===== config.mk =====
export PLATFORM = sky130hd
export DESIGN_NAME = linear_key_value_table_top
export DESIGN_NICKNAME = d
export VERILOG_FILES = /design/src/sv/lkvt_pkg.sv /design/src/sv/lkvt_store.sv /design/src/sv/lkvt_seq.sv /design/src/sv/linear_key_value_table_top.sv
export SDC_FILE = /design/constraint.sdc
export NUM_CORES = 1
export LEC_CHECK = 0
export BUFFER_PORTS_ARGS = -buffer_cell sky130_fd_sc_hd__buf_4
export CAP_MARGIN = 40
export CORE_ASPECT_RATIO = 0.8
export CORE_MARGIN = 1
export CORE_UTILIZATION = 25
export CTS_CLUSTER_DIAMETER = 60
export DETAILED_ROUTE_END_ITERATION = 7
export PLACE_DENSITY = 0.45
export SKIP_CTS_REPAIR_TIMING = 1
export SLEW_MARGIN = 20
export SYNTH_ARGS = -nofsm -noshare
export SYNTH_HDL_FRONTEND = slang
export SYNTH_SLANG_ARGS = --single-unit

===== constraint.sdc =====
create_clock -name i_clk -period 13.2 [get_ports i_clk]
set_clock_uncertainty 0.2 [all_clocks]
set_input_delay 0 -clock i_clk [delete_from_list [all_inputs] [get_ports i_clk]]
set_output_delay 0 -clock i_clk [all_outputs]
set_load 0.02 [all_outputs]

===== src/sv/lkvt_pkg.sv =====
// Package: sizes, operation codes, sequencer states and shared structs for the key/value table.
`default_nettype none
package lkvt_pkg;
    localparam int CAPACITY   = 16;
    localparam int KEY_BITS   = 32;
    localparam int VALUE_BITS = 32;
    localparam int IDX_BITS   = $clog2(CAPACITY);
    localparam int CNT_BITS   = $clog2(CAPACITY + 1);

    typedef enum logic [2:0] {
        K_SET = 3'd0,
        K_GET = 3'd1,
        K_DEL = 3'd2,
        K_CLR = 3'd3,
        K_GOI = 3'd4
    } t_kind;

    typedef enum logic [1:0] {
        S_IDLE,
        S_SEARCH,
        S_SHIFT,
        S_DONE
    } t_state;

    typedef struct packed {
        logic                  rd_en;
        logic [IDX_BITS-1:0]   rd_addr;
        logic                  wr_en;
        logic [IDX_BITS-1:0]   wr_addr;
        logic [KEY_BITS-1:0]   wr_key;
        logic [VALUE_BITS-1:0] wr_val;
    } t_mem_req;

    typedef struct packed {
        logic                  found;
        logic [VALUE_BITS-1:0] value;
        logic [CNT_BITS-1:0]   count;
        logic                  status;
    } t_result;
endpackage
`default_nettype wire


===== src/sv/lkvt_store.sv =====
// Entry store: key and value memories, one write port and one registered read port.
`default_nettype none
module lkvt_store (
    input  wire logic                          i_clk,
    input  wire lkvt_pkg::t_mem_req            i_req,
    output logic [lkvt_pkg::KEY_BITS-1:0]      o_rd_key,
    output logic [lkvt_pkg::VALUE_BITS-1:0]    o_rd_val
);
    import lkvt_pkg::*;

    logic [KEY_BITS-1:0]   r_key_mem [CAPACITY];
    logic [VALUE_BITS-1:0] r_val_mem [CAPACITY];

    always_ff @(posedge i_clk) begin
        if (i_req.wr_en) begin
            r_key_mem[i_req.wr_addr] <= i_req.wr_key;
            r_val_mem[i_req.wr_addr] <= i_req.wr_val;
        end
    end

    always_ff @(posedge i_clk) begin
        if (i_req.rd_en) begin
            o_rd_key <= r_key_mem[i_req.rd_addr];
            o_rd_val <= r_val_mem[i_req.rd_addr];
        end
    end
endmodule
`default_nettype wire


===== src/sv/lkvt_seq.sv =====
// Sequencer: linear key search with one shared comparator, append, and shift-down on delete.
`default_nettype none
module lkvt_seq (
    input  wire logic                          i_clk,
    input  wire logic                          i_rst_n,
    input  wire logic                          i_in_valid,
    output logic                               o_in_ready,
    input  wire logic [2:0]                    i_kind,
    input  wire logic [lkvt_pkg::KEY_BITS-1:0] i_key,
    input  wire logic [lkvt_pkg::VALUE_BITS-1:0] i_value,
    output lkvt_pkg::t_mem_req                 o_req,
    input  wire logic [lkvt_pkg::KEY_BITS-1:0] i_rd_key,
    input  wire logic [lkvt_pkg::VALUE_BITS-1:0] i_rd_val,
    output logic                               o_res_valid,
    input  wire logic                          i_res_take,
    output lkvt_pkg::t_result                  o_res
);
    import lkvt_pkg::*;

    t_state                r_state, n_state;
    logic [2:0]            r_kind, n_kind;
    logic [KEY_BITS-1:0]   r_key, n_key;
    logic [VALUE_BITS-1:0] r_val, n_val;
    logic [CNT_BITS-1:0]   r_idx, n_idx;
    logic [CNT_BITS-1:0]   r_count, n_count;
    logic                  r_cmp_vld, n_cmp_vld;
    logic [IDX_BITS-1:0]   r_cmp_idx, n_cmp_idx;
    logic [IDX_BITS-1:0]   r_wr_addr, n_wr_addr;
    logic                  r_wr_pend, n_wr_pend;
    logic                  r_res_found, n_res_found;
    logic [VALUE_BITS-1:0] r_res_val, n_res_val;
    logic                  r_res_status, n_res_status;
    logic                  hit;

    always_ff @(posedge i_clk) begin
        if (!i_rst_n) begin
            r_state   <= S_IDLE;
            r_count   <= '0;
            r_cmp_vld <= 1'b0;
            r_wr_pend <= 1'b0;
        end else begin
            r_state   <= n_state;
            r_count   <= n_count;
            r_cmp_vld <= n_cmp_vld;
            r_wr_pend <= n_wr_pend;
        end
    end

    always_ff @(posedge i_clk) begin
        r_kind       <= n_kind;
        r_key        <= n_key;
        r_val        <= n_val;
        r_idx        <= n_idx;
        r_cmp_idx    <= n_cmp_idx;
        r_wr_addr    <= n_wr_addr;
        r_res_found  <= n_res_found;
        r_res_val    <= n_res_val;
        r_res_status <= n_res_status;
    end

    always_comb begin
        n_state      = r_state;
        n_kind       = r_kind;
        n_key        = r_key;
        n_val        = r_val;
        n_idx        = r_idx;
        n_count      = r_count;
        n_cmp_vld    = r_cmp_vld;
        n_cmp_idx    = r_cmp_idx;
        n_wr_addr    = r_wr_addr;
        n_wr_pend    = r_wr_pend;
        n_res_found  = r_res_found;
        n_res_val    = r_res_val;
        n_res_status = r_res_status;
        o_req         = '0;
        o_req.rd_addr = r_idx[IDX_BITS-1:0];
        hit           = r_cmp_vld && (i_rd_key == r_key);

        case (r_state)
            S_IDLE: begin
                if (i_in_valid) begin
                    n_kind       = i_kind;
                    n_key        = i_key;
                    n_val        = i_value;
                    n_idx        = '0;
                    n_cmp_vld    = 1'b0;
                    n_res_found  = 1'b0;
                    n_res_val    = '0;
                    n_res_status = 1'b0;
                    case (i_kind)
                        K_CLR: begin
                            n_count = '0;
                            n_state = S_DONE;
                        end
                        K_SET, K_GET, K_DEL, K_GOI: n_state = S_SEARCH;
                        default: n_state = S_DONE;
                    endcase
                end
            end
            S_SEARCH: begin
                if (hit) begin
                    n_cmp_vld   = 1'b0;
                    n_res_found = 1'b1;
                    case (r_kind)
                        K_SET: begin
                            o_req.wr_en   = 1'b1;
                            o_req.wr_addr = r_cmp_idx;
                            o_req.wr_key  = r_key;
                            o_req.wr_val  = r_val;
                            n_res_val     = r_val;
                            n_state       = S_DONE;
                        end
                        K_DEL: begin
                            n_res_val = i_rd_val;
                            n_wr_addr = r_cmp_idx;
                            n_wr_pend = 1'b0;
                            n_state   = S_SHIFT;
                        end
                        default: begin
                            n_res_val = i_rd_val;
                            n_state   = S_DONE;
                        end
                    endcase
                end else if (r_idx < r_count) begin
                    o_req.rd_en = 1'b1;
                    n_cmp_idx   = r_idx[IDX_BITS-1:0];
                    n_idx       = r_idx + CNT_BITS'(1);
                    n_cmp_vld   = 1'b1;
                end else begin
                    n_cmp_vld = 1'b0;
                    n_state   = S_DONE;
                    if (r_kind == K_SET || r_kind == K_GOI) begin
                        if (r_count < CNT_BITS'(CAPACITY)) begin
                            o_req.wr_en   = 1'b1;
                            o_req.wr_addr = r_count[IDX_BITS-1:0];
                            o_req.wr_key  = r_key;
                            o_req.wr_val  = (r_kind == K_SET) ? r_val : '0;
                            n_res_val     = (r_kind == K_SET) ? r_val : '0;
                            n_count       = r_count + CNT_BITS'(1);
                        end else begin
                            n_res_status = 1'b1;
                        end
                    end
                end
            end
            S_SHIFT: begin
                // read place idx while writing the previous word one place down
                if (r_wr_pend) begin
                    o_req.wr_en   = 1'b1;
                    o_req.wr_addr = r_wr_addr;
                    o_req.wr_key  = i_rd_key;
                    o_req.wr_val  = i_rd_val;
                    n_wr_addr     = r_wr_addr + IDX_BITS'(1);
                end
                if (r_idx < r_count) begin
                    o_req.rd_en = 1'b1;
                    n_idx       = r_idx + CNT_BITS'(1);
                    n_wr_pend   = 1'b1;
                end else begin
                    n_wr_pend = 1'b0;
                    if (!r_wr_pend) begin
                        n_count = r_count - CNT_BITS'(1);
                        n_state = S_DONE;
                    end
                end
            end
            S_DONE: begin
                if (i_res_take) begin
                    n_state = S_IDLE;
                end
            end
            default: n_state = S_IDLE;
        endcase
    end

    assign o_in_ready   = (r_state == S_IDLE);
    assign o_res_valid  = (r_state == S_DONE);
    assign o_res.found  = r_res_found;
    assign o_res.value  = r_res_val;
    assign o_res.count  = r_count;
    assign o_res.status = r_res_status;
endmodule
`default_nettype wire


===== src/sv/linear_key_value_table_top.sv =====
// Top level: key/value table with sequencer, entry store and output register.
//
// Input channel i_in_valid/o_in_ready carries one request word: i_kind (set, get,
// delete, clear, get-or-insert), i_key and i_value_in. Output channel
// o_out_valid/i_out_ready carries one result word per request: o_found,
// o_value_out, o_entry_count and o_status (table full, append refused).
// One request is handled at a time; o_in_ready is low while it is in work.
// A search reads one entry per cycle through the single read port of the
// entry store and checks the registered read data on the one key comparator.
// With n live entries, a hit stops the search at the matching place, a miss
// reads all n entries first, and clear and unknown kinds go straight to the
// result. A delete hit then moves the later entries down one place per cycle.
// The next request is taken in the cycle after the result word is registered.
// The result goes into an output register, so the next request is taken
// while a result waits; a stalled receiver holds that word and finally
// holds the sequencer in its finishing step. Synchronous reset empties the
// table (count zero) and drops any pending result; stored entries are not
// cleared and are never read until written.
`default_nettype none
module linear_key_value_table_top (
    input  wire logic        i_clk,
    input  wire logic        i_rst_n,
    input  wire logic        i_in_valid,
    output logic             o_in_ready,
    input  wire logic [2:0]  i_kind,
    input  wire logic [31:0] i_key,
    input  wire logic [31:0] i_value_in,
    output logic             o_out_valid,
    input  wire logic        i_out_ready,
    output logic             o_found,
    output logic [31:0]      o_value_out,
    output logic [4:0]       o_entry_count,
    output logic             o_status
);
    import lkvt_pkg::*;

    t_mem_req              mem_req;
    logic [KEY_BITS-1:0]   rd_key;
    logic [VALUE_BITS-1:0] rd_val;
    logic                  res_valid;
    logic                  res_take;
    t_result               res;
    logic                  r_o_vld;
    t_result               r_o_res;

    lkvt_seq u_seq (
        .i_clk       (i_clk),
        .i_rst_n     (i_rst_n),
        .i_in_valid  (i_in_valid),
        .o_in_ready  (o_in_ready),
        .i_kind      (i_kind),
        .i_key       (KEY_BITS'(i_key)),
        .i_value     (VALUE_BITS'(i_value_in)),
        .o_req       (mem_req),
        .i_rd_key    (rd_key),
        .i_rd_val    (rd_val),
        .o_res_valid (res_valid),
        .i_res_take  (res_take),
        .o_res       (res)
    );

    lkvt_store u_store (
        .i_clk    (i_clk),
        .i_req    (mem_req),
        .o_rd_key (rd_key),
        .o_rd_val (rd_val)
    );

    assign res_take = res_valid && (!r_o_vld || i_out_ready);

    always_ff @(posedge i_clk) begin
        if (!i_rst_n) begin
            r_o_vld <= 1'b0;
        end else if (res_take) begin
            r_o_vld <= 1'b1;
        end else if (i_out_ready) begin
            r_o_vld <= 1'b0;
        end
    end

    always_ff @(posedge i_clk) begin
        if (res_take) begin
            r_o_res <= res;
        end
    end

    assign o_out_valid   = r_o_vld;
    assign o_found       = r_o_res.found;
    assign o_value_out   = 32'(r_o_res.value);
    assign o_entry_count = 5'(r_o_res.count);
    assign o_status      = r_o_res.status;
endmodule
`default_nettype wire


==> flow_summary.toml <==
[global_routing]
grt-ovfl-total = 0
grt_max_degree = 138
grt_pass1_vias = 23940
grt_antenna_before_repair = 1
grt_use_total = 0.1275
grt_pass1_wl_um = 177400

[worst_setup_path]
worstSetupPathType = "register to register"
worstPathMaxFanout = 34
r2r_slack_ps = 7590
slowest_stage = "nor4b_4"
cp-start-kind = "register"
worstRegToRegCells = 9
required_ps = 13380
arrival_ps = 5790
cp_cell_sequence = "xnor2_1 -> nand2_1 -> or4_4 -> nor4b_4 -> mux2i_1 -> or3b_1 -> nor3b_4 -> buf_4 -> buf_4"
cp_common_cell = "buf_4"
max_stage_delay_ps = 790
r2r_end = "u_store.r_key_mem[9][22]$_DFFE_PP_"
r2r_start = "u_seq.r_key[7]$_DFFE_PP_"
endpoint_kind = "register"

[layout]
drive_gt1_frac = 0.3030
nets = 2608
finalNonFillerCells = 5171
fill_cells = 18180
antenna_cells = 0
synthToLayoutAreaGrowth_pct = 23.03

[route]
drc = 6
wl_per_cell_um = 24.09
drt_iter0_drc = 2028
vias = 23270
viasPerCell = 4.501
routed-wl-met3_um = 6483
first_pass_iters = 7
routed_wl_um = 124500
dr_wl_met2_um = 59560
antenna_left = 0
maxUsedRoutingLayer = "met4"
routedLengthMet1_um = 56390

[logic_synthesis]
synth_area_um2 = 47940
async_reset_ff_frac = 0
yosysTopAreaCellShare = 0.7773
synthTopCellsByCount = "edfxtp_1, mux4_2, nor2_1, clkbuf_1, a22oi_1"
yosysTopAreaCell = "edfxtp_1"
ys_ff_latch = 1251
synth_edf_count = 1241
synth_area_leaders = "edfxtp_1, mux4_2, a22oi_1"
yosysWarnings = 0
synth.distinct_cells = 59
synth-main-ff-cell = "edfxtp_1"
syn_nets = 2199
syn_inst = 2114
yosysMostFrequentCell = "edfxtp_1"
avgSynthCellArea_um2 = 22.68
ys_seq_area_frac = 0.7815

[clock_tree]
htreeDepth = 4
cts_sinks = 1251
cts-root-buf = "clkbuf_16"
clk_latency_ps = 770
clk_path_buf_depth = 3
cts_buffers = 138
cts_tree = "done"
path_clk_slew_ps = 50

[timing]
worstMarginPinSlew_ps = 989.0
rsz0062_at_grt = "false"
slew_violations = 0
maxSlewHeadroom = 0.3407
finalCritPeriodShare = 0.4249
setup_violations = 0
min_period_ps = 5609
setup-tns-final_ps = 0
hold_viol = 0
max_freq_mhz = 178.3

[floorplan]
start_util = 0.2521
coreArea_um2 = 190200
io-pin-count = 112
die_area_um2 = 193500
die_w_um = 491.6
die_y_um = 393.7
rows = 143

[power_and_ir_drop]
ir_worst_vdd_mv = 0.1818
power_density_nw_per_um2 = 181.2
p_leak_nw = 16.41

[outcome]
violations = "design-rule violations"
status = "finished with violations"

[placement]
gp_congestion = 0.7481
dp_hpwl_um = 69770
placed_cells = 4729
portBuffers = 111

[worst_hold_path]
whs_path_depth = 4
hold_end = "o_out_valid$_SDFFE_PN0P_"
hp-start = "i_out_ready"
worstHoldPathType = "input port to register"

[job]
maxCapViolCount = 0
-- metrics by stage --
step | power, mW | instance area [um2] | setup slack (ps) | util | hold slack (ps)
4_1_cts | 10.82 | 57200 | 7525 | 0.3007 | -863.5
3_3_place_gp | 6.820 | 52100 | 7337 | 0.2739 | -17.10
2_1_floorplan | 6.116 | 47940 | 3618 | - | -101.1
5_1_grt | 11.11 | 58980 | 7320 | 0.3101 | 30.37
6_report | 10.69 | 58980 | 7591 | 0.3101 | 45.56
3_5_place_dp | 6.913 | 52630 | 7565 | 0.2767 | -20.46
-- flip-flops by register name, indices dropped and copies added (netlist names), 32 cells and up --
name / flops
u_seq.r_val: 32
o_value_out: 32
u_store.o_rd_key: 32
u_store.r_key_mem: 512
u_seq.r_key: 32
u_seq.r_res_val: 32
u_store.o_rd_val: 32
u_store.r_val_mem: 512
-- layout by cell type, fill, tap and decap left out, types with 12 or more instances in the layout --
| cell type | instances |
|---|---|
| clkinv_2 | 21 |
| a22oi_1 | 64 |
| xor2_1 | 16 |
| dlygate4sd3_1 | 140 |
| buf_16 | 14 |
| mux4_2 | 320 |
| nor2_1 | 110 |
| bufinv_16 | 14 |
| ha_1 | 13 |
| clkbuf_16 | 143 |
| buf_4 | 224 |
| inv_1 | 12 |
| clkbuf_1 | 31 |
| xnor2_1 | 25 |
| nand3_1 | 14 |
| a32oi_1 | 38 |
| clkinv_1 | 23 |
| nand2_1 | 18 |
| edfxtp_1 | 1241 |
-- worst max path at each step --
| stage | startpoint | endpoint | slack, ps |
|---|---|---|---|
| floorplan | u_seq.r_key[27]$_DFFE_PP_ | u_store.r_key_mem[5][0]$_DFFE_PP_ | 3620 |
| global placement | u_seq.r_idx[2]$_SDFFCE_PP0P_ | u_store.r_val_mem[8][7]$_DFFE_PP_ | 7340 |
| detailed placement | u_seq.r_key[7]$_DFFE_PP_ | u_store.r_key_mem[9][22]$_DFFE_PP_ | 7570 |
| CTS | u_seq.r_key[8]$_DFFE_PP_ | u_store.r_key_mem[8][17]$_DFFE_PP_ | 7530 |
| global route | u_seq.r_idx[2]$_SDFFCE_PP0P_ | u_store.r_key_mem[8][28]$_DFFE_PP_ | 7320 |
| finish | u_seq.r_key[7]$_DFFE_PP_ | u_store.r_key_mem[9][22]$_DFFE_PP_ | 7590 |
-- report_power, final --
part / total [mW] / leakage (nW) / switching [mW] / internal [mW]
Combinational: 2.09 / 4.29 / 1.22 / 0.873
Clock: 3.87 / 2.23 / 1.60 / 2.28
Sequential: 4.72 / 9.89 / 0.106 / 4.62
-- worst max-delay path, delay by kind of cell, from the launching register on --
kind | cells | cell delay, ps
XOR/XNOR | 1 | 470
buffers and inverters | 2 | 1310
multiplexers | 1 | 550
AND/OR/NAND/NOR | 5 | 2200
flip-flops | 1 | 410
-- cell type report --
type	instances	area [um2]	share of cell area
Timing Repair Buffer	386	3605	0.06111
Clock buffer	174	3695	0.06264
Sequential cell	1251	37470	0.6352
Clock inverter	77	872.1	0.01479
Multi-Input combinational cell	732	10120	0.1716
Tap cell	2537	3174	0.05382
Inverter	14	52.55	0.0008909
-- per-layer routing --
metal / vias to the layer above / global-route usage
li1: 9820 / -
met1: 12670 / 0.1776
met2: 643 / 0.2042
met3: 143 / 0.02292
met4: 0 / 0.03386
met5: - / 0
-- cells by family after synthesis --
kind of cell    count (synthesis)  synth area share
compound gates                142           0.02268
simple gates                  204           0.02127
mux                           331            0.1526
buf+inv                       131           0.01062
fa+ha+maj                      14          0.003810
xor+xnor                       41          0.007490
flops                        1251            0.7815
Note: power is estimated with default switching activity, not from simulation.
